--- src/sv/qrs_div_cell.sv ---
// One quotient bit of a restoring divide on magnitudes, for both roots at once.
module qrs_div_cell #(
  parameter int NW = 42,
  parameter int MW = 18
) (
  input  logic          clk_i,
  input  logic [NW-1:0] num_p_i,
  input  logic [NW-1:0] num_m_i,
  input  logic [MW:0]   rem_p_i,
  input  logic [MW:0]   rem_m_i,
  input  logic [MW-1:0] den_i,
  output logic [NW-1:0] num_p_o,
  output logic [NW-1:0] num_m_o,
  output logic [MW:0]   rem_p_o,
  output logic [MW:0]   rem_m_o,
  output logic [MW-1:0] den_o
);
  logic [MW:0] sp, sm;
  logic        tp, tm;

  always_comb begin
    sp = {rem_p_i[MW-1:0], num_p_i[NW-1]};
    sm = {rem_m_i[MW-1:0], num_m_i[NW-1]};
    tp = sp >= {1'b0, den_i};
    tm = sm >= {1'b0, den_i};
  end

  logic [NW-1:0] np_q, nm_q;
  logic [MW:0]   rp_q, rm_q;
  logic [MW-1:0] den_q;

  // quotient bits shift into the low end as numerator bits leave the top
  always_ff @(posedge clk_i) begin
    np_q  <= {num_p_i[NW-2:0], tp};
    nm_q  <= {num_m_i[NW-2:0], tm};
    rp_q  <= tp ? sp - {1'b0, den_i} : sp;
    rm_q  <= tm ? sm - {1'b0, den_i} : sm;
    den_q <= den_i;
  end

  assign num_p_o = np_q;
  assign num_m_o = nm_q;
  assign rem_p_o = rp_q;
  assign rem_m_o = rm_q;
  assign den_o   = den_q;
endmodule
--- config.mk ---
export PLATFORM = sky130hd
export DESIGN_NAME = qrs_div_cell
export DESIGN_NICKNAME = d
export VERILOG_FILES = /design/src/sv/qrs_div_cell.sv
export SDC_FILE = /design/constraint.sdc
export NUM_CORES = 1
export LEC_CHECK = 0
export BUFFER_PORTS_ARGS = -buffer_cell sky130_fd_sc_hd__buf_2
export CAP_MARGIN = 20
export CORE_ASPECT_RATIO = 0.8
export CORE_MARGIN = 4
export CORE_UTILIZATION = 25
export DETAILED_ROUTE_END_ITERATION = 8
export HOLD_SLACK_MARGIN = 0.08
export PLACE_DENSITY = 0.58
export SYNTH_ARGS = -nofsm -noshare
export SYNTH_HDL_FRONTEND = slang
export SYNTH_SLANG_ARGS = --single-unit
--- constraint.sdc ---
create_clock -name clk_i -period 2.65 [get_ports clk_i]
set_input_delay 0.3975 -clock clk_i [delete_from_list [all_inputs] [get_ports clk_i]]
set_output_delay 0.3975 -clock clk_i [all_outputs]
set_load 0.005 [all_outputs]
==> impl_metrics.ini, run 1 <==
[run_status]
status = complete, no violations

[worst_setup_path]
critPathSlowestCell = fa_1
worstSetupPathType = input pin to flip-flop
crit_arrival_ns = 2.74
path_cells = buf_2 -> inv_1 -> ha_1 -> inv_1 -> fa_1 -> a21o_1 -> a21oi_1 -> o211ai_1 -> a31oi_1 -> nor2_1 -> a31oi_1 -> mux2_2
cp.required_ns = 2.95
start_kind = input pin
endpoint_kind = flip-flop
worst-path-max-fanout = 4
critical_path.max_stage_delay_ns = 0.37

[sta]
maxSlewHeadroom_pct = 58.7
slew_violations = 0
rsz0062_at_grt = false
period_needed_ns = 2.43
worst_slack_ns = 0.215
period_share_pct = 91.9
fin_hold_ws_ns = 0.109
max_freq_mhz = 411
worstMarginPinSlew_ns = 0.612
finalSetupTns_ns = 0
final_hold_viol_count = 0
setup_viol_count_final = 0

[placement]
port_buffers = 278
hpwl_mm = 13.4
dp_slack_ns = -0.161
globalplace.congestion = 0.859

[synth]
syn_area_mm2 = 0.00514
synthTopCellsByCount = dfxtp_1, nand2_1, ha_1
synth_top_cell_by_area = dfxtp_1
syn_inst = 487
yosysWarnings = 0
avgSynthCellArea_um2 = 10.6
netlist-cell-type-count = 58
synth_top_area_share_pct = 54.5
yosysSeqAreaShare_pct = 54.5
ys_seq_elements = 140
synth_top_flop_cell = dfxtp_1
syn-num-nets = 666
synth-edff-count = 0
ys_top_cells_by_area = dfxtp_1, ha_1, nand2_1
synthArstFlopShare_pct = 0
synth.most_common_cell = dfxtp_1

[cts]
cts-root-buf = clkbuf_16
max-clock-path-buffers = 2
cts_buffers = 17
path_clk_slew_ns = 0.06
tritoncts = built
ctsHtreeMaxLevel = 4
cts_setup_buffers = 0
cts_sinks = 140
hold_buffers = 90
cts-resized-gates = 0

[grt]
grt_use_total_pct = 14.6
grt_max_degree = 17
grt_overflow_total = 0
grt_pass1_vias = 5179
antenna_found_initial = 3
grt_pass1_wl_mm = 26.2

[layout]
nFillCells = 1983
drive_above_1_share_pct = 42.7
fin_nets = 1107
antennaDiodeCount = 0
area_growth_syn_to_layout_pct = 69.9
area.sequential_mm2 = 0.00280
multi_input_area_mm2 = 0.00216

[power]
irDropWorstVdd_mv = 0.304
p_total_w = 0.00584
leakage_nw = 4.23
power_density_mw_per_mm2 = 668

[detailed_routing]
via_per_inst = 4.23
drtIter0Drc = 182
vias = 5092
routedWlPerCell_um = 14.4
ant_nets = 0
routed_wirelength_mm = 17.4
drc = 0
first_pass_iters = 5

[floorplanning]
die_h_um = 136
fp.coreArea_mm2 = 0.0200
ios = 281
dieArea_mm2 = 0.0230
num_rows = 46
die_w_um = 168
initial_core_util_pct = 25.7

[flow_run]
drv_cap = 0

[worst_hold_path]
hold_path.class = input pin to flip-flop
-- per-layer routing --
metal	wire (um)	part of all wire, %	GRT usage (%)	vias up
li1	-	-	-	2580
met2	7990	46	24.3	206
met1	7520	43	17.7	2279
met3	1630	9.4	5.96	21
met5	39	0.22	0	-
met4	199	1.1	3.65	6
-- where the power goes --
group / leakage, nW / internal, W / switching, W
clock: 0.275 / 0.00126 / 0.00100
sequential: 1.18 / 0.00231 / 0.0000455
combinational: 2.78 / 0.000644 / 0.000581
total: 4.23 / 0.00421 / 0.00163
-- stage by stage --
| stage | cells | instance area, um^2 | utilization [%] |
|---|---|---|---|
| 2_1_floorplan | 487 | 5140 | - |
| 3_3_place_gp | 1083 | 7270 | 36.3 |
| 3_5_place_dp | 1083 | 7270 | 36.3 |
| 4_1_cts | 1205 | 8740 | 43.6 |
| 5_1_grt | 1205 | 8740 | 43.6 |
| 6_report | 1205 | 8740 | 43.6 |
-- placed cells by master, fill, tap and decap left out, types with 2 or more instances in the layout --
master / instances
xnor2_1: 16
clkinvlp_4: 2
dlygate4sd3_1: 90
dfxtp_1: 140
a211oi_1: 5
xor2_1: 14
nand2_1: 61
inv_8: 2
inv_1: 28
nand3_2: 2
nand4b_1: 2
o31a_1: 2
a21oi_1: 28
o41a_1: 2
nor2b_1: 5
nand2b_1: 3
inv_6: 5
a31oi_1: 3
nor3_1: 6
clkinv_4: 3
buf_2: 278
o221ai_1: 3
o211ai_1: 2
ha_1: 36
nor3b_1: 2
o311a_1: 2
o21ai_0: 14
clkbuf_16: 17
o21ai_1: 15
and3_1: 2
o21a_1: 5
mux2_2: 2
nand3_1: 9
fa_1: 2
buf_4: 64
o21ai_2: 15
nand4_1: 6
a21o_1: 5
nor2_1: 17
-- final cells by class --
type,instances,share of cell area [%]
sequential,140,32.1
timing repair buffer,432,31.7
multi-input combinational,308,24.7
clock buffer,18,5.02
tap,264,3.78
clock inverter,14,1.47
inverter,29,1.25
-- worst paths after layout --
kind	startpoint	endpoint	slack, ns	cells past startpoint
hold / removal	den_i[1]	den_o[1]	0.11	1
setup / recovery	num_p_i[41]	rem_p_o[18]	0.22	12
-- worst max-delay path, delay by kind of cell --
kind	cells	cell delay [ns]
compound gates	5	1.13
fa+ha+maj	2	0.54
buf+inv	3	0.22
simple gates	1	0.10
mux	1	0.36
-- cell families after synthesis --
kind of cell             Yosys count  synth area share, %
adder cells (fa/ha/maj)           38                 9.53
AND/OR/NAND/NOR                  120                 10.8
multiplexers                       5                 1.14
buffers and inverters             39                 3.55
AO/OA/AOI/OAI                    115                 15.3
XOR/XNOR                          30                 5.11
flip-flops                       140                 54.5
-- sequential cells by signal, summed over array words and instances, names as in the netlist --
register  cells
num_p_o      42
num_m_o      42
rem_p_o      19
rem_m_o      19
den_o        18
Note: power is estimated with default switching activity, not from simulation.
==> run 2: changes to the inputs <==
--- a/config.mk
+++ b/config.mk
@@ -10,6 +10,7 @@
 export CORE_ASPECT_RATIO = 0.8
 export CORE_MARGIN = 4
 export CORE_UTILIZATION = 25
+export CTS_BUF_LIST = sky130_fd_sc_hd__clkbuf_16
 export DETAILED_ROUTE_END_ITERATION = 8
 export HOLD_SLACK_MARGIN = 0.08
 export PLACE_DENSITY = 0.58
==> run 2 against run 1 <==
Against the previous run: flip-flop and latch count stayed put; critical path depth stayed put; non-clock buffer count stayed put; global-route usage hardly changed; routed wire length hardly changed; combinational power hardly changed; power is 0.51% lower; highest routed layer unchanged.
==> impl_metrics.ini, run 2 (synthesis gave the netlist of run 1 again) <==
[run_status]
status = complete, no violations

[detailed_routing]
drc = 0
drtIter0Drc = 206
vias = 5094
via_per_inst = 4.23
routed_wirelength_mm = 17.4
ant_nets = 0
first_pass_iters = 5
routedWlPerCell_um = 14.4

[power]
power_density_mw_per_mm2 = 665
leakage_nw = 4.23
irDropWorstVdd_mv = 0.281

[placement]
port_buffers = 278
globalplace.congestion = 0.859
hpwl_mm = 13.4

[floorplanning]
die_h_um = 136
fp.coreArea_mm2 = 0.0200
die_w_um = 168
num_rows = 46
dieArea_mm2 = 0.0230
initial_core_util_pct = 25.7
ios = 281

[layout]
area_growth_syn_to_layout_pct = 69.7
fin_nets = 1107
antennaDiodeCount = 0
fin_util_pct = 43.6
layout_common_cells = buf_2, dfxtp_1, dlygate4sd3_1
nFillCells = 1987
final_common_cell = buf_2
drive_above_1_share_pct = 42.6

[grt]
grt_max_degree = 17
grt_use_total_pct = 14.6
grt_overflow_total = 0
grt_pass1_vias = 5187
grt_pass1_wl_mm = 26.2
antenna_found_initial = 3

[worst_hold_path]
hold_path.class = input pin to flip-flop
holdPathStages = 1
hold_start = den_i[1]
min_to = den_o[1]

[cts]
cts-root-buf = clkbuf_16
path_clk_slew_ns = 0.06
cts_sinks = 140
cts_setup_buffers = 0
cts_buffers = 17
ctsHtreeMaxLevel = 4
tritoncts = built
max-clock-path-buffers = 2

[worst_setup_path]
worst-path-max-fanout = 4
cp.required_ns = 2.95
path_cells = buf_2 -> inv_1 -> ha_1 -> inv_1 -> fa_1 -> a21o_1 -> a21oi_1 -> o211ai_1 -> a31oi_1 -> nor2_1 -> a31oi_1 -> mux2_2
crit_arrival_ns = 2.73
endpoint_kind = flip-flop
critical_path.max_stage_delay_ns = 0.37
worstSetupPathType = input pin to flip-flop
start_kind = input pin
critPathSlowestCell = fa_1

[sta]
finalSetupTns_ns = 0
worstMarginPinSlew_ns = 0.612
max_freq_mhz = 411
period_share_pct = 91.7
setup_viol_count_final = 0
final_hold_viol_count = 0
slew_violations = 0
maxSlewHeadroom_pct = 58.7
fin_hold_ws_ns = 0.110
rsz0062_at_grt = false
period_needed_ns = 2.43

[flow_run]
drv_cap = 0
run 2: changes by cell type in the layout (fill, tap and decap cells not counted), sizes merged:
cell	before	now
clkbuf	18	17
clkinv	5	6
run 2: layout make-up:
class / instances / area [um^2] / area share, %
sequential: 140 / 2800 / 32.1
clock buffer: 17 / 425 / 4.87
clock inverter: 15 / 133 / 1.52
timing repair buffer: 432 / 2770 / 31.8
inverter: 29 / 109 / 1.25
multi-input combinational: 308 / 2160 / 24.7
tap: 264 / 330 / 3.78
run 2: critical path, delay by kind of cell:
| family | cells | cell delay [ns] |
|---|---|---|
| AO/OA/AOI/OAI | 5 | 1.13 |
| multiplexers | 1 | 0.36 |
| buffers and inverters | 3 | 0.22 |
| AND/OR/NAND/NOR | 1 | 0.10 |
| adder cells (fa/ha/maj) | 2 | 0.54 |
run 2: per-stage QoR:
stage / setup WS [ns] / area, um^2 / power [W] / cells
after floorplan: 0.197 / 5140 / 0.00295 / 487
after global placement: -0.117 / 7270 / 0.00352 / 1083
after detailed placement: -0.161 / 7270 / 0.00353 / 1083
after CTS: 0.266 / 8730 / 0.00593 / 1205
after global routing: 0.0860 / 8730 / 0.00614 / 1205
final: 0.219 / 8730 / 0.00581 / 1205
run 2: how the worst max path moves through the flow:
stage                           start          end  slack [ns]  cells past startpoint
after CTS                 num_p_i[41]  rem_p_o[18]        0.27                     12
after global placement    num_p_i[41]  rem_p_o[18]       -0.12                     12
final                     num_p_i[41]  rem_p_o[18]        0.22                     12
after floorplan           num_p_i[41]  rem_p_o[18]        0.20                     11
after detailed placement  num_p_i[41]  rem_p_o[18]       -0.16                     12
after global routing      num_p_i[41]  rem_p_o[18]        0.09                     12
run 2: layer usage:
| layer | global-route usage (%) | vias to the layer above | wire length [um] |
|---|---|---|---|
| li1 | - | 2581 | - |
| met1 | 17.7 | 2282 | 7530 |
| met2 | 24.3 | 204 | 8000 |
| met3 | 5.96 | 21 | 1620 |
| met4 | 3.65 | 6 | 199 |
| met5 | 0 | - | 39 |
run 2: where the power goes:
part	switching, W	internal [W]
Combinational	0.000581	0.000644
Sequential	0.0000454	0.00231
Clock	0.00100	0.00123
run 2: what timing repair did:
item | 4_1_cts | 5_1_grt
hold buffers | 90 | 0
endpoints found under the hold margin | 90 | 0
gates resized for setup | 0 | 0
setup endpoints to repair | 0 | 0
==> run 3: changes to the inputs <==
--- a/config.mk
+++ b/config.mk
@@ -13,7 +13,6 @@
 export CTS_BUF_LIST = sky130_fd_sc_hd__clkbuf_16
 export DETAILED_ROUTE_END_ITERATION = 8
 export HOLD_SLACK_MARGIN = 0.08
-export PLACE_DENSITY = 0.58
 export SYNTH_ARGS = -nofsm -noshare
 export SYNTH_HDL_FRONTEND = slang
 export SYNTH_SLANG_ARGS = --single-unit
==> run 3 against run 2 <==
Against the previous run: design area grew 1.2%; cell count grew 0.58%; combinational power is essentially flat; global-route usage grew 0.072 points; first-iteration DRC count shrank 12%; sequential share of layout area shrank 0.38 points; largest power group is now clock.
==> impl_metrics.ini, run 3 (synthesis gave the netlist of run 1 again) <==
[placement]
port_buffers = 278
hpwl_mm = 13.0
dp_slack_ns = -0.129
globalplace.congestion = 0.859

[worst_setup_path]
worst-path-max-fanout = 3
cp.required_ns = 2.99
cp-endpoint = rem_m_o[18]
path_cells = buf_2 -> inv_1 -> ha_1 -> inv_1 -> fa_1 -> nand3_1 -> a21oi_1 -> or4_1 -> a21oi_1 -> o21ai_1 -> a211oi_2 -> xor2_1
endpoint_kind = flip-flop
startpoint = num_m_i[41]
crit_arrival_ns = 2.75
critical_path.max_stage_delay_ns = 0.50
worstSetupPathType = input pin to flip-flop
critPathSlowestCell = or4_1
start_kind = input pin

[layout]
area_growth_syn_to_layout_pct = 71.8
nFillCells = 1953
multi_input_area_mm2 = 0.00216
final_common_cell = buf_2
drive_above_1_share_pct = 43.0
area.sequential_mm2 = 0.00280
fin_util_pct = 44.1
antennaDiodeCount = 0
fin_nets = 1114
layout_common_cells = buf_2, dfxtp_1, dlygate4sd3_1

[floorplanning]
dieArea_mm2 = 0.0230
die_h_um = 136
num_rows = 46
fp.coreArea_mm2 = 0.0200
ios = 281
initial_core_util_pct = 25.7
die_w_um = 168

[sta]
fin_hold_ws_ns = 0.108
worstMarginPinSlew_ns = 0.469
final_hold_viol_count = 0
maxSlewHeadroom_pct = 68.6
setup_viol_count_final = 0
worst_slack_ns = 0.240
rsz0062_at_grt = false
period_needed_ns = 2.41
period_share_pct = 91.0
finalSetupTns_ns = 0
max_freq_mhz = 415
slew_violations = 0

[cts]
cts_setup_buffers = 0
hold_buffers = 88
max-clock-path-buffers = 2
path_clk_slew_ns = 0.06
ctsHtreeMaxLevel = 4
cts-root-buf = clkbuf_16
cts_sinks = 140
tritoncts = built
cts-resized-gates = 0
cts_buffers = 17

[detailed_routing]
via_per_inst = 4.19
vias = 5075
first_pass_iters = 5
drtIter0Drc = 181
routed_wirelength_mm = 17.1
drc = 0
routedWlPerCell_um = 14.1
ant_nets = 0

[grt]
antenna_found_initial = 1
grt_pass1_vias = 5206
grt_pass1_wl_mm = 26.4
grt_use_total_pct = 14.7
grt_max_degree = 17
grt_overflow_total = 0

[flow_run]
drv_cap = 0

[power]
irDropWorstVdd_mv = 0.373
power_density_mw_per_mm2 = 675
leakage_nw = 4.28

[run_status]
status = complete, no violations

[worst_hold_path]
hold_path.class = input pin to flip-flop
==> run 3: critical path: cells and delay by family <==
| kind | cells | cell delay (ns) |
|---|---|---|
| simple gates | 2 | 0.63 |
| buf+inv | 3 | 0.21 |
| compound gates | 4 | 0.80 |
| fa+ha+maj | 2 | 0.55 |
| xor+xnor | 1 | 0.15 |
==> run 3: through the flow <==
stage	instances	cell area (um^2)	total power (W)
after floorplan	487	5140	0.00295
after global placement	1091	7360	0.00353
after detailed placement	1091	7360	0.00354
after CTS	1211	8830	0.00607
after global routing	1212	8840	0.00631
final	1212	8840	0.00597
==> run 3: worst min path at each step <==
stage / end / depth (start not counted) / start
floorplan: den_o[0] / 0 / den_i[0]
global placement: num_m_o[18] / 1 / num_m_i[17]
detailed placement: num_p_o[26] / 1 / num_p_i[25]
CTS: den_o[17] / 1 / den_i[17]
global route: den_o[13] / 1 / den_i[13]
finish: den_o[13] / 1 / den_i[13]
==> run 3: cell type report <==
class | instances | share of cell area (%)
clock inverter | 15 | 1.84
clock buffer | 17 | 4.81
multi-input combinational | 308 | 24.4
sequential | 140 | 31.7
inverter | 29 | 1.23
tap | 264 | 3.74
timing repair buffer | 439 | 32.2
==> run 3: per-layer routing <==
| metal | global-route usage (%) | part of all wire (%) |
|---|---|---|
| met1 | 17.9 | 44 |
| met2 | 24.7 | 47 |
| met3 | 5.41 | 8.4 |
| met4 | 3.56 | 0.75 |
| met5 | 0 | 0.076 |
==> run 3: power breakdown <==
part / switching [W] / internal (W)
clock network: 0.000970 / 0.00140
registers: 0.0000462 / 0.00231
logic: 0.000578 / 0.000660
