## src/sv/qrs_sqrt_cell.sv

```systemverilog
// One digit of the restoring square root: one radicand bit pair per cell.
module qrs_sqrt_cell #(
  parameter int RW = 34,
  parameter int SW = 42,
  parameter int DW = 66
) (
  input  logic          clk_i,
  input  logic [RW-1:0] rem_i,
  input  logic [SW-1:0] root_i,
  input  logic [DW-1:0] rad_i,
  output logic [RW-1:0] rem_o,
  output logic [SW-1:0] root_o,
  output logic [DW-1:0] rad_o
);
  logic [RW-1:0] rem_sh, trial;
  logic          take;
  logic [RW-1:0] rem_q;
  logic [SW-1:0] root_q;
  logic [DW-1:0] rad_q;

  always_comb begin
    rem_sh = {rem_i[RW-3:0], rad_i[DW-1 -: 2]};
    trial  = {root_i[RW-3:0], 2'b01};
    take   = rem_sh >= trial;
  end

  always_ff @(posedge clk_i) begin
    rem_q  <= take ? rem_sh - trial : rem_sh;
    root_q <= {root_i[SW-2:0], take};
    rad_q  <= {rad_i[DW-3:0], 2'b00};
  end

  assign rem_o  = rem_q;
  assign root_o = root_q;
  assign rad_o  = rad_q;
endmodule

```

## config.mk

```make
export PLATFORM = sky130hd
export DESIGN_NAME = qrs_sqrt_cell
export DESIGN_NICKNAME = d
export VERILOG_FILES = /design/src/sv/qrs_sqrt_cell.sv
export SDC_FILE = /design/constraint.sdc
export NUM_CORES = 1
export LEC_CHECK = 0
export BUFFER_PORTS_ARGS = -buffer_cell sky130_fd_sc_hd__buf_2
export CAP_MARGIN = 20
export CORE_UTILIZATION = 35
export CTS_CLUSTER_SIZE = 12
export DETAILED_ROUTE_END_ITERATION = 10
export PLACE_DENSITY = 0.65
export SLEW_MARGIN = 0
export SYNTH_ARGS = -nofsm -noshare
export SYNTH_HDL_FRONTEND = slang
export SYNTH_SLANG_ARGS = --single-unit
```

## constraint.sdc

```tcl
create_clock -name clk_i -period 4.1 [get_ports clk_i]
set_input_delay 0.82 -clock clk_i [delete_from_list [all_inputs] [get_ports clk_i]]
set_output_delay 0.82 -clock clk_i [all_outputs]
set_load 0.02 [all_outputs]
```

==> impl_metrics.tcl, run 1 <==
set metrics [dict create \
    yosysWarnings 0 \
    end_kind "flip-flop" \
    finalPower_w 0.00372 \
    netlist_area_sq_mm 0.00526 \
    synth_edf_count 0 \
    grt_overflow 0 \
    power_switching_w 0.00112 \
    wire_per_inst_um 14.7 \
    hold_violations 0 \
    slew_violations 0 \
    pwr_density_cell_mw_per_mm2 499 \
    async_reset_ff_frac 0 \
    crit_type "input port to flip-flop" \
    wl_um 14400 \
    clockRootBuffer "clkbuf_16" \
    clkPwrFrac 0.390 \
    min_period_ps 3310 \
    postRouteAntennaNets 0 \
    postCtsSetupBuffers 0 \
    cts_buffers 17 \
    setup_viol 0 \
    slew_headroom 0.562 \
    antenna_cells 0 \
    cts.clk_slew.worst_paths_ps 60 \
    viasPerCell 4.66 \
    netlist_instances 489 \
    cp_max_fo 8 \
    syn_area_per_cell_sq_um 10.8 \
    cts_tree "done" \
    layout-drive-gt1-share 0.444 \
    final_core_util 0.512 \
    portBuffers 279 \
    die_h_um 125 \
    grt-busiest-layer "met2" \
    drv_cap 0 \
    dr.pass1.iters 4 \
    seq_area_frac_synth 0.532 \
    core_area_sq_mm 0.0146 \
    fp-row-count 44 \
    holdBufCountCts 0 \
    grtUsageMet3 0.0653 \
    grt_max_degree 17 \
    dr.first_iter.drc_count 164 \
    fillers 1379 \
    pwr-share-comb 0.207 \
    die_area_sq_mm 0.0155 \
    cts_sinks 140 \
    holdPathStages 1 \
    antenna_found_initial 0 \
    dp_cells 952 \
    die_x_um 125 \
    vias 4585 \
    synth_ff_type "dfxtp_1" \
    p_int_w 0.00261 \
    synth-seq-cells 140 \
    worst_pin_slew_ps 657 \
    rsz0062_at_grt "no" \
    finalWorstSetupSlack_ps 792 \
    drc 0 \
    fin_cells 984 \
    grt_pass1_vias 4395 \
    status "finished clean" \
    hold_class "input port to flip-flop" \
    fin_crit_sh 0.807 \
    pwr-share-seq 0.403 \
    grt_pass1_wl_um 22400 \
    vdd_drop_max_v 0.000279 \
    gp_congestion 0.849 \
    worstPathRequired_ps 4380 \
    max_clock_freq_ghz 0.302 \
    grt_use_met1 0.209 \
    clk_path_buf_depth 2 \
    grtUsageMet2 0.331 \
    setup_tns_ps 0 \
    io_pins 285 \
    cp-start-kind "input port" \
    cts-resized-gates 0 \
    h-tree-depth 4 \
    final_nets 964 \
    pre_cts_ws_ps 405 \
    yosysUniqueCellTypes 60 \
    grt_use_total 0.187 \
    swShare 0.300 \
    dp_hpwl_um 11600 \
    arrival_ps 3590 \
    initial_core_util 0.361 \
    p_leak_nw 3.77 \
    area_growth_pct 42.0 \
]
==> cells by family (layout without fill, tap and decap cells) <==
group                    count (synthesis)  after routing  synth area share
flip-flops                             140            140             0.532
XOR/XNOR                                27             27            0.0449
AND/OR/NAND/NOR                         90             90            0.0891
buffers and inverters                   51            361            0.0433
other                                    1              2          0.000712
adder cells (fa/ha/maj)                 34             34            0.0808
multiplexers                            22             22            0.0492
AO/OA/AOI/OAI                          124            124             0.160
==> layer usage <==
layer / routed length, um / up-vias
met5: 0 / -
met4: 216 / 0
li1: - / 2322
met3: 973 / 14
met1: 5890 / 2075
met2: 7360 / 174
==> layout make-up <==
| cell class | instances | area (sq um) | area share |
|---|---|---|---|
| Clock inverter | 14 | 124 | 0.0166 |
| Clock buffer | 18 | 439 | 0.0588 |
| Sequential cell | 140 | 2800 | 0.375 |
| Inverter | 42 | 158 | 0.0211 |
| Multi-Input combinational cell | 299 | 2240 | 0.299 |
| Tap cell | 184 | 230 | 0.0308 |
| Timing Repair Buffer | 287 | 1480 | 0.198 |
==> layout by cell type (no fill, tap or decap), types with 7 or more instances in the layout <==
| cell | count |
|---|---|
| o21a_1 | 7 |
| buf_2 | 279 |
| inv_1 | 41 |
| nand3_1 | 14 |
| nor3_1 | 11 |
| ha_1 | 34 |
| o21ai_0 | 23 |
| clkbuf_16 | 17 |
| and3_1 | 8 |
| a21oi_1 | 39 |
| nor2_1 | 17 |
| a21o_1 | 17 |
| xor2_1 | 10 |
| nand2_1 | 21 |
| xnor2_1 | 17 |
| mux2_2 | 19 |
| dfxtp_1 | 140 |
==> state kept, by name, indices dropped and copies added, names as in the netlist <==
| name | count |
|---|---|
| rem_o | 34 |
| root_o | 42 |
| rad_o | 64 |
==> synth_stat cells, drive strengths merged, types with 3 or more instances <==
library cell / number / area (sq um)
nand2: 21 / 78.8
nor4b: 4 / 41.3
a21o: 17 / 128
o21ai: 24 / 124
and3: 8 / 50.1
a21boi: 3 / 33.8
nor2: 18 / 75.1
nand3: 15 / 80.1
dfxtp: 140 / 2800
a21oi: 39 / 195
a211oi: 4 / 30.0
a31oi: 4 / 25.0
mux2: 22 / 259
buf: 6 / 58.8
nand4: 3 / 18.8
o31ai: 4 / 35.0
inv: 42 / 158
clkbuf: 3 / 11.3
o21a: 7 / 52.6
a31o: 4 / 35.0
a221o: 3 / 30.0
xnor2: 17 / 149
xor2: 10 / 87.6
nor3: 12 / 65.1
ha: 34 / 425
==> power by group through the flow <==
stage	combinational [W]	sequential [W]	clock (W)
final	0.000772	0.00150	0.00145
after global routing	0.000835	0.00151	0.00155
after CTS	0.000778	0.00150	0.00150
after detailed placement	0.000774	0.00153	0
after global placement	0.000770	0.00153	0
after floorplan	0.000339	0.00169	0
==> stage by stage <==
stage          hold slack, ps  cell area [sq um]
2_1_floorplan             848               5270
3_3_place_gp              923               6910
3_5_place_dp              924               6910
4_1_cts                   484               7470
5_1_grt                   476               7470
6_report                  505               7470
==> final timing paths <==
check / end / slack (ps) / from
setup / recovery: rem_o[33]$_DFF_P_ / 790 / root_i[4]
hold / removal: rad_o[6]$_DFF_P_ / 500 / rad_i[4]
==> critical path, stage by stage <==
cell and delay [ps]:
buf_2 80, inv_1 40, ha_1 400, o21ai_0 130, a221oi_1 430, a21boi_1 220
o311ai_1 440, buf_4 200, a31o_2 210, a211oi_1 120, o311ai_0 360, a31oi_1 140
Note: power is estimated with default switching activity, not from simulation.
==> inputs of run 2 (changes only) <==
PLACE_DENSITY = 0.68   (was 0.65)
clock period = 2.7 ns   (was 4.1 ns; I/O delays follow)
==> run 2 against run 1 <==
Via count up 8.9%. Sequential power rose by 52%. Global-route usage is 1.5 points higher. Utilization increased by 6.6 points. Highest routed layer unchanged. Largest cell class unchanged. Non-clock buffer count is 103 higher. Count of clock-buffer cells in the layout rose by 1. Die area is the same. Combinational power is 83% higher. Hold slack worse by 280 ps. Largest power group unchanged.
==> impl_metrics.tcl, run 2 (synthesized netlist as in run 1, its figures left out) <==
set metrics [dict create \
    gp_congestion 0.861 \
    grt_overflow 0 \
    layout_common_cells "buf_2 (279), dfxtp_1 (140), buf_4 (108)" \
    io_pins 285 \
    slew_violations 0 \
    portBuffers 279 \
    die_h_um 125 \
    vdd_drop_max_v 0.000399 \
    swShare 0.299 \
    pre_cts_ws_ps -451 \
    timing.hold.ws_ps 220 \
    dp_hpwl_um 12600 \
    pwr-share-comb 0.242 \
    fp-row-count 44 \
    final_core_util 0.578 \
    critPathMaxStageDelay_ps 420 \
    viasPerCell 4.60 \
    crit_type "input port to flip-flop" \
    cts_tree "done" \
    status "finished clean" \
    vias 4995 \
    worst_path_max_delay_cell "a221o_1" \
    dr.first_iter.drc_count 131 \
    grt_pass1_vias 4972 \
    crit_buf_inv 1 \
    area_growth_pct 60.1 \
    setup_viol 0 \
    power_switching_w 0.00175 \
    layout-drive-gt1-share 0.532 \
    wire_per_inst_um 14.3 \
    largest_reg_flops 64 \
    die_x_um 125 \
    clockRootBuffer "clkbuf_16" \
    cp-start-kind "input port" \
    dr.pass1.iters 6 \
    holdPathStages 1 \
    cts_buffers 17 \
    crit_path_cell_trace "buf_2 > ha_1 > a21oi_1 > o21ai_0 > a221o_1 > a221o_1 > o21a_1 > o21ai_0 > nand3_1 > a31o_2" \
    dp_cells 1054 \
    drc 0 \
    pwr_density_cell_mw_per_mm2 694 \
    hold_violations 0 \
    hold_class "input port to flip-flop" \
    initial_core_util 0.361 \
    clk_path_buf_depth 2 \
    crit_family "compound AO/OA/AOI/OAI gates" \
    cp_max_fo 2 \
    final_common_cell "buf_2" \
    min_period_ps 2580 \
    worst-path-stages 10 \
    cts.clk_slew.worst_paths_ps 60 \
    antenna_cells 0 \
    die_area_sq_mm 0.0155 \
    clkPwrFrac 0.368 \
    arrival_ps 2890 \
    cts_sinks 140 \
    final_nets 1067 \
    postRouteAntennaNets 0 \
    max_clock_freq_ghz 0.388 \
    grt_pass1_wl_um 24600 \
    pwr-share-seq 0.391 \
    worstPathRequired_ps 3010 \
    drv_cap 0 \
    grt_use_total 0.202 \
    h-tree-depth 4 \
    finalWorstSetupSlack_ps 120 \
    p_leak_nw 4.27 \
    holdBufCountCts 0 \
    fin_crit_sh 0.955 \
    wl_um 15500 \
    grt_max_degree 17 \
    core_area_sq_mm 0.0146 \
    p_int_w 0.00410 \
    fin_cells 1087 \
    antenna_found_initial 0 \
    end_kind "flip-flop" \
]
==> run 2: cell types whose count changed in the layout (fill, tap and decap cells not counted), sizes merged <==
| cell | before | now |
|---|---|---|
| buf | 287 | 390 |
| clkbuf | 18 | 19 |
| clkinv | 3 | 2 |
| clkinvlp | 2 | 4 |
| inv | 51 | 49 |
==> run 2: final timing paths <==
| path | to | slack [ps] | from |
|---|---|---|---|
| worst max-delay path | rem_o[31]$_DFF_P_ | 120 | rem_i[14] |
| worst min-delay path | rad_o[12]$_DFF_P_ | 220 | rad_i[10] |
==> run 2: power by group through the flow <==
stage / logic [W] / clock network, W / registers (W)
finish: 0.00141 / 0.00215 / 0.00228
global route: 0.00153 / 0.00230 / 0.00230
global placement: 0.00138 / 0 / 0.00233
CTS: 0.00141 / 0.00220 / 0.00229
detailed placement: 0.00140 / 0 / 0.00233
floorplan: 0.000548 / 0 / 0.00256
==> run 2: layer usage <==
metal,GRT usage,routed length (um),share of wire,vias up
met3,0.0576,988,0.064,13
met1,0.215,5920,0.38,2274
met4,0.0652,171,0.011,0
li1,-,-,-,2531
met5,0,0,0,-
met2,0.380,8410,0.54,177
==> run 2: stage by stage <==
step	area [sq um]	total power (W)	setup TNS (ps)
2_1_floorplan	5420	0.00311	-3440
3_3_place_gp	7820	0.00371	-10010
3_5_place_dp	7820	0.00372	-11010
4_1_cts	8370	0.00589	0
5_1_grt	8430	0.00613	-6.93
6_report	8430	0.00585	0
==> run 2: area by class of cell <==
type                       instances  area [sq um]
timing repair buffer             390          2260
inverter                          42           178
clock buffer                      19           433
sequential                       140          2800
multi-input combinational        299          2420
tap                              184           230
fill                            1286          6160
clock inverter                    13           108
==> run 2: timing repair <==
item                       4_1_cts  5_1_grt
pin swaps                        0        5
setup endpoints to repair        2       25
gates resized for setup          1       13
buffers inserted                 0        1
==> inputs of run 3 (changes only) <==
CTS_BUF_LIST = sky130_fd_sc_hd__clkbuf_4 sky130_fd_sc_hd__clkbuf_8 sky130_fd_sc_hd__clkbuf_16   (was not set)
PLACE_DENSITY = 0.65   (was 0.68)
clock period = 2.5 ns   (was 2.7 ns; I/O delays follow)
==> run 3 against run 2 <==
Global-route usage is 0.53 points higher. Setup slack worse by 120 ps. Critical endpoint is now rem_o[15]$_DFF_P_. Critical path depth is 3 higher. Highest routed layer unchanged. Utilization is 3.3 points higher. Power is 15% higher. Combinational power is 18% higher. Via count is 1.7% higher. Non-clock buffer count is 12 higher. Sequential cell count stayed put. Cell count is 1.0% higher.
==> impl_metrics.tcl, run 3 (synthesized netlist as in run 1, its figures left out) <==
set metrics [dict create \
    critPathMaxStageDelay_ps 410 \
    grt_pass1_wl_um 25200 \
    cp_max_fo 6 \
    vias 5079 \
    fin_crit_sh 0.999 \
    largest_reg_flops 64 \
    dr.first_iter.drc_count 158 \
    crit_path_cell_trace "buf_8 > inv_4 > ha_4 > nand3_4 > nor4b_4 > o31ai_4 > a2111oi_4 > o21ai_2 > a21boi_4 > nor2_4 > clkinv_4 > clkbuf_16 > mux2_4" \
    hold_violations 0 \
    min_period_ps 2500 \
    arrival_ps 2800 \
    rsz0062_at_grt "yes" \
    grt_pass1_vias 5043 \
    crit_family "compound AO/OA/AOI/OAI gates" \
    layout_common_cells "buf_2 (271), dfxtp_1 (140), buf_4 (116)" \
    crit_buf_inv 4 \
    final_common_cell "buf_2" \
    pwr_density_cell_mw_per_mm2 757 \
    final_nets 1079 \
    dp_hpwl_um 12600 \
    die_area_sq_mm 0.0155 \
    drv_cap 0 \
    timing.hold.ws_ps 176 \
    antenna_cells 0 \
    wire_per_inst_um 14.7 \
    io_pins 285 \
    worst_path_max_delay_cell "a2111oi_4" \
    hold_class "input port to flip-flop" \
    area_growth_pct 69.3 \
    die_x_um 125 \
    initial_core_util 0.361 \
    grt_max_degree 17 \
    setup_viol 0 \
    final_core_util 0.611 \
    fin_cells 1098 \
    fp-row-count 44 \
    h-tree-depth 4 \
    p_leak_nw 4.50 \
    dr.pass1.iters 4 \
    pre_cts_ws_ps -632 \
    clockRootBuffer "clkbuf_16" \
    wl_um 16200 \
    die_h_um 125 \
    holdBufCountCts 0 \
    max_clock_freq_ghz 0.400 \
    holdPathStages 1 \
    clk_path_buf_depth 2 \
    fillers 1185 \
    drc 0 \
    dp_cells 1058 \
    antenna_found_initial 0 \
    postRouteAntennaNets 0 \
    grt_use_total 0.208 \
    viasPerCell 4.63 \
    min_from "rad_i[63]" \
    end_kind "flip-flop" \
    cp-start-kind "input port" \
    core_area_sq_mm 0.0146 \
    cts_sinks 140 \
    crit_type "input port to flip-flop" \
    cts.clk_slew.worst_paths_ps 70 \
    hold_end "rad_o[65]$_DFF_P_" \
    cts_tree "done" \
    grt_overflow 0 \
    finalWorstSetupSlack_ps 1.92 \
    status "finished clean" \
    vdd_drop_max_v 0.000457 \
    cts_buffers 17 \
    worst_pin_slew_ps 581 \
    portBuffers 279 \
    slew_violations 0 \
    slew_headroom 0.613 \
    worstPathRequired_ps 2800 \
    layout-drive-gt1-share 0.555 \
    gp_congestion 0.876 \
]
==> run 3: changes by cell type in the layout (fill, tap and decap cells not counted), moves of 3 or more <==
cell | before | now
ha_1 | 25 | 20
o21ai_0 | 22 | 19
buf_6 | 1 | 9
ha_4 | 8 | 14
mux2_2 | 19 | 0
buf_2 | 279 | 271
buf_4 | 108 | 116
bufinv_16 | 0 | 3
mux2_4 | 3 | 22
==> run 3: routing by layer <==
layer | GRT usage | vias up | wire [um]
met1 | 0.228 | 2307 | 6370
met4 | 0.0780 | 0 | 303
met2 | 0.375 | 200 | 8390
met5 | 0 | - | 0
met3 | 0.0601 | 20 | 1090
li1 | - | 2552 | -
==> run 3: timing repair <==
| item | CTS | global route |
|---|---|---|
| gates cloned | 0 | 2 |
| pin swaps | 2 | 24 |
| setup endpoints to repair | 24 | 30 |
| buffers inserted | 0 | 7 |
| gates resized for setup | 10 | 68 |
==> run 3: power breakdown <==
group          total, W  internal, W  switching, W
logic           0.00167     0.000811      0.000860
clock network   0.00261      0.00159       0.00102
registers       0.00247      0.00242     0.0000441
==> run 3: layout make-up <==
cell class                 instances  area (sq um)  area share
sequential                       140          2800       0.315
multi-input combinational        299          2640       0.296
timing repair buffer             402          2450       0.275
clock buffer                      17           425      0.0477
tap                              184           230      0.0258
inverter                          42           185      0.0208
clock inverter                    14           183      0.0205
==> run 3: per-stage QoR <==
stage                     power (W)  setup TNS, ps  area (sq um)
after detailed placement    0.00403         -14870          7860
after floorplan             0.00336          -7860          5420
after global placement      0.00402         -14030          7860
after CTS                   0.00667              0          8520
after global routing        0.00703          -2100          8910
final                       0.00674              0          8910
==> run 3: how the worst max path moves through the flow <==
stage,slack (ps),end,from,depth (start not counted)
floorplan,-370,rem_o[25]$_DFF_P_,root_i[6],13
global placement,-520,rem_o[27]$_DFF_P_,root_i[4],13
detailed placement,-630,rem_o[33]$_DFF_P_,root_i[4],12
CTS,2,rem_o[31]$_DFF_P_,root_i[18],11
global route,-110,rem_o[26]$_DFF_P_,root_i[8],13
finish,2,rem_o[15]$_DFF_P_,root_i[8],13
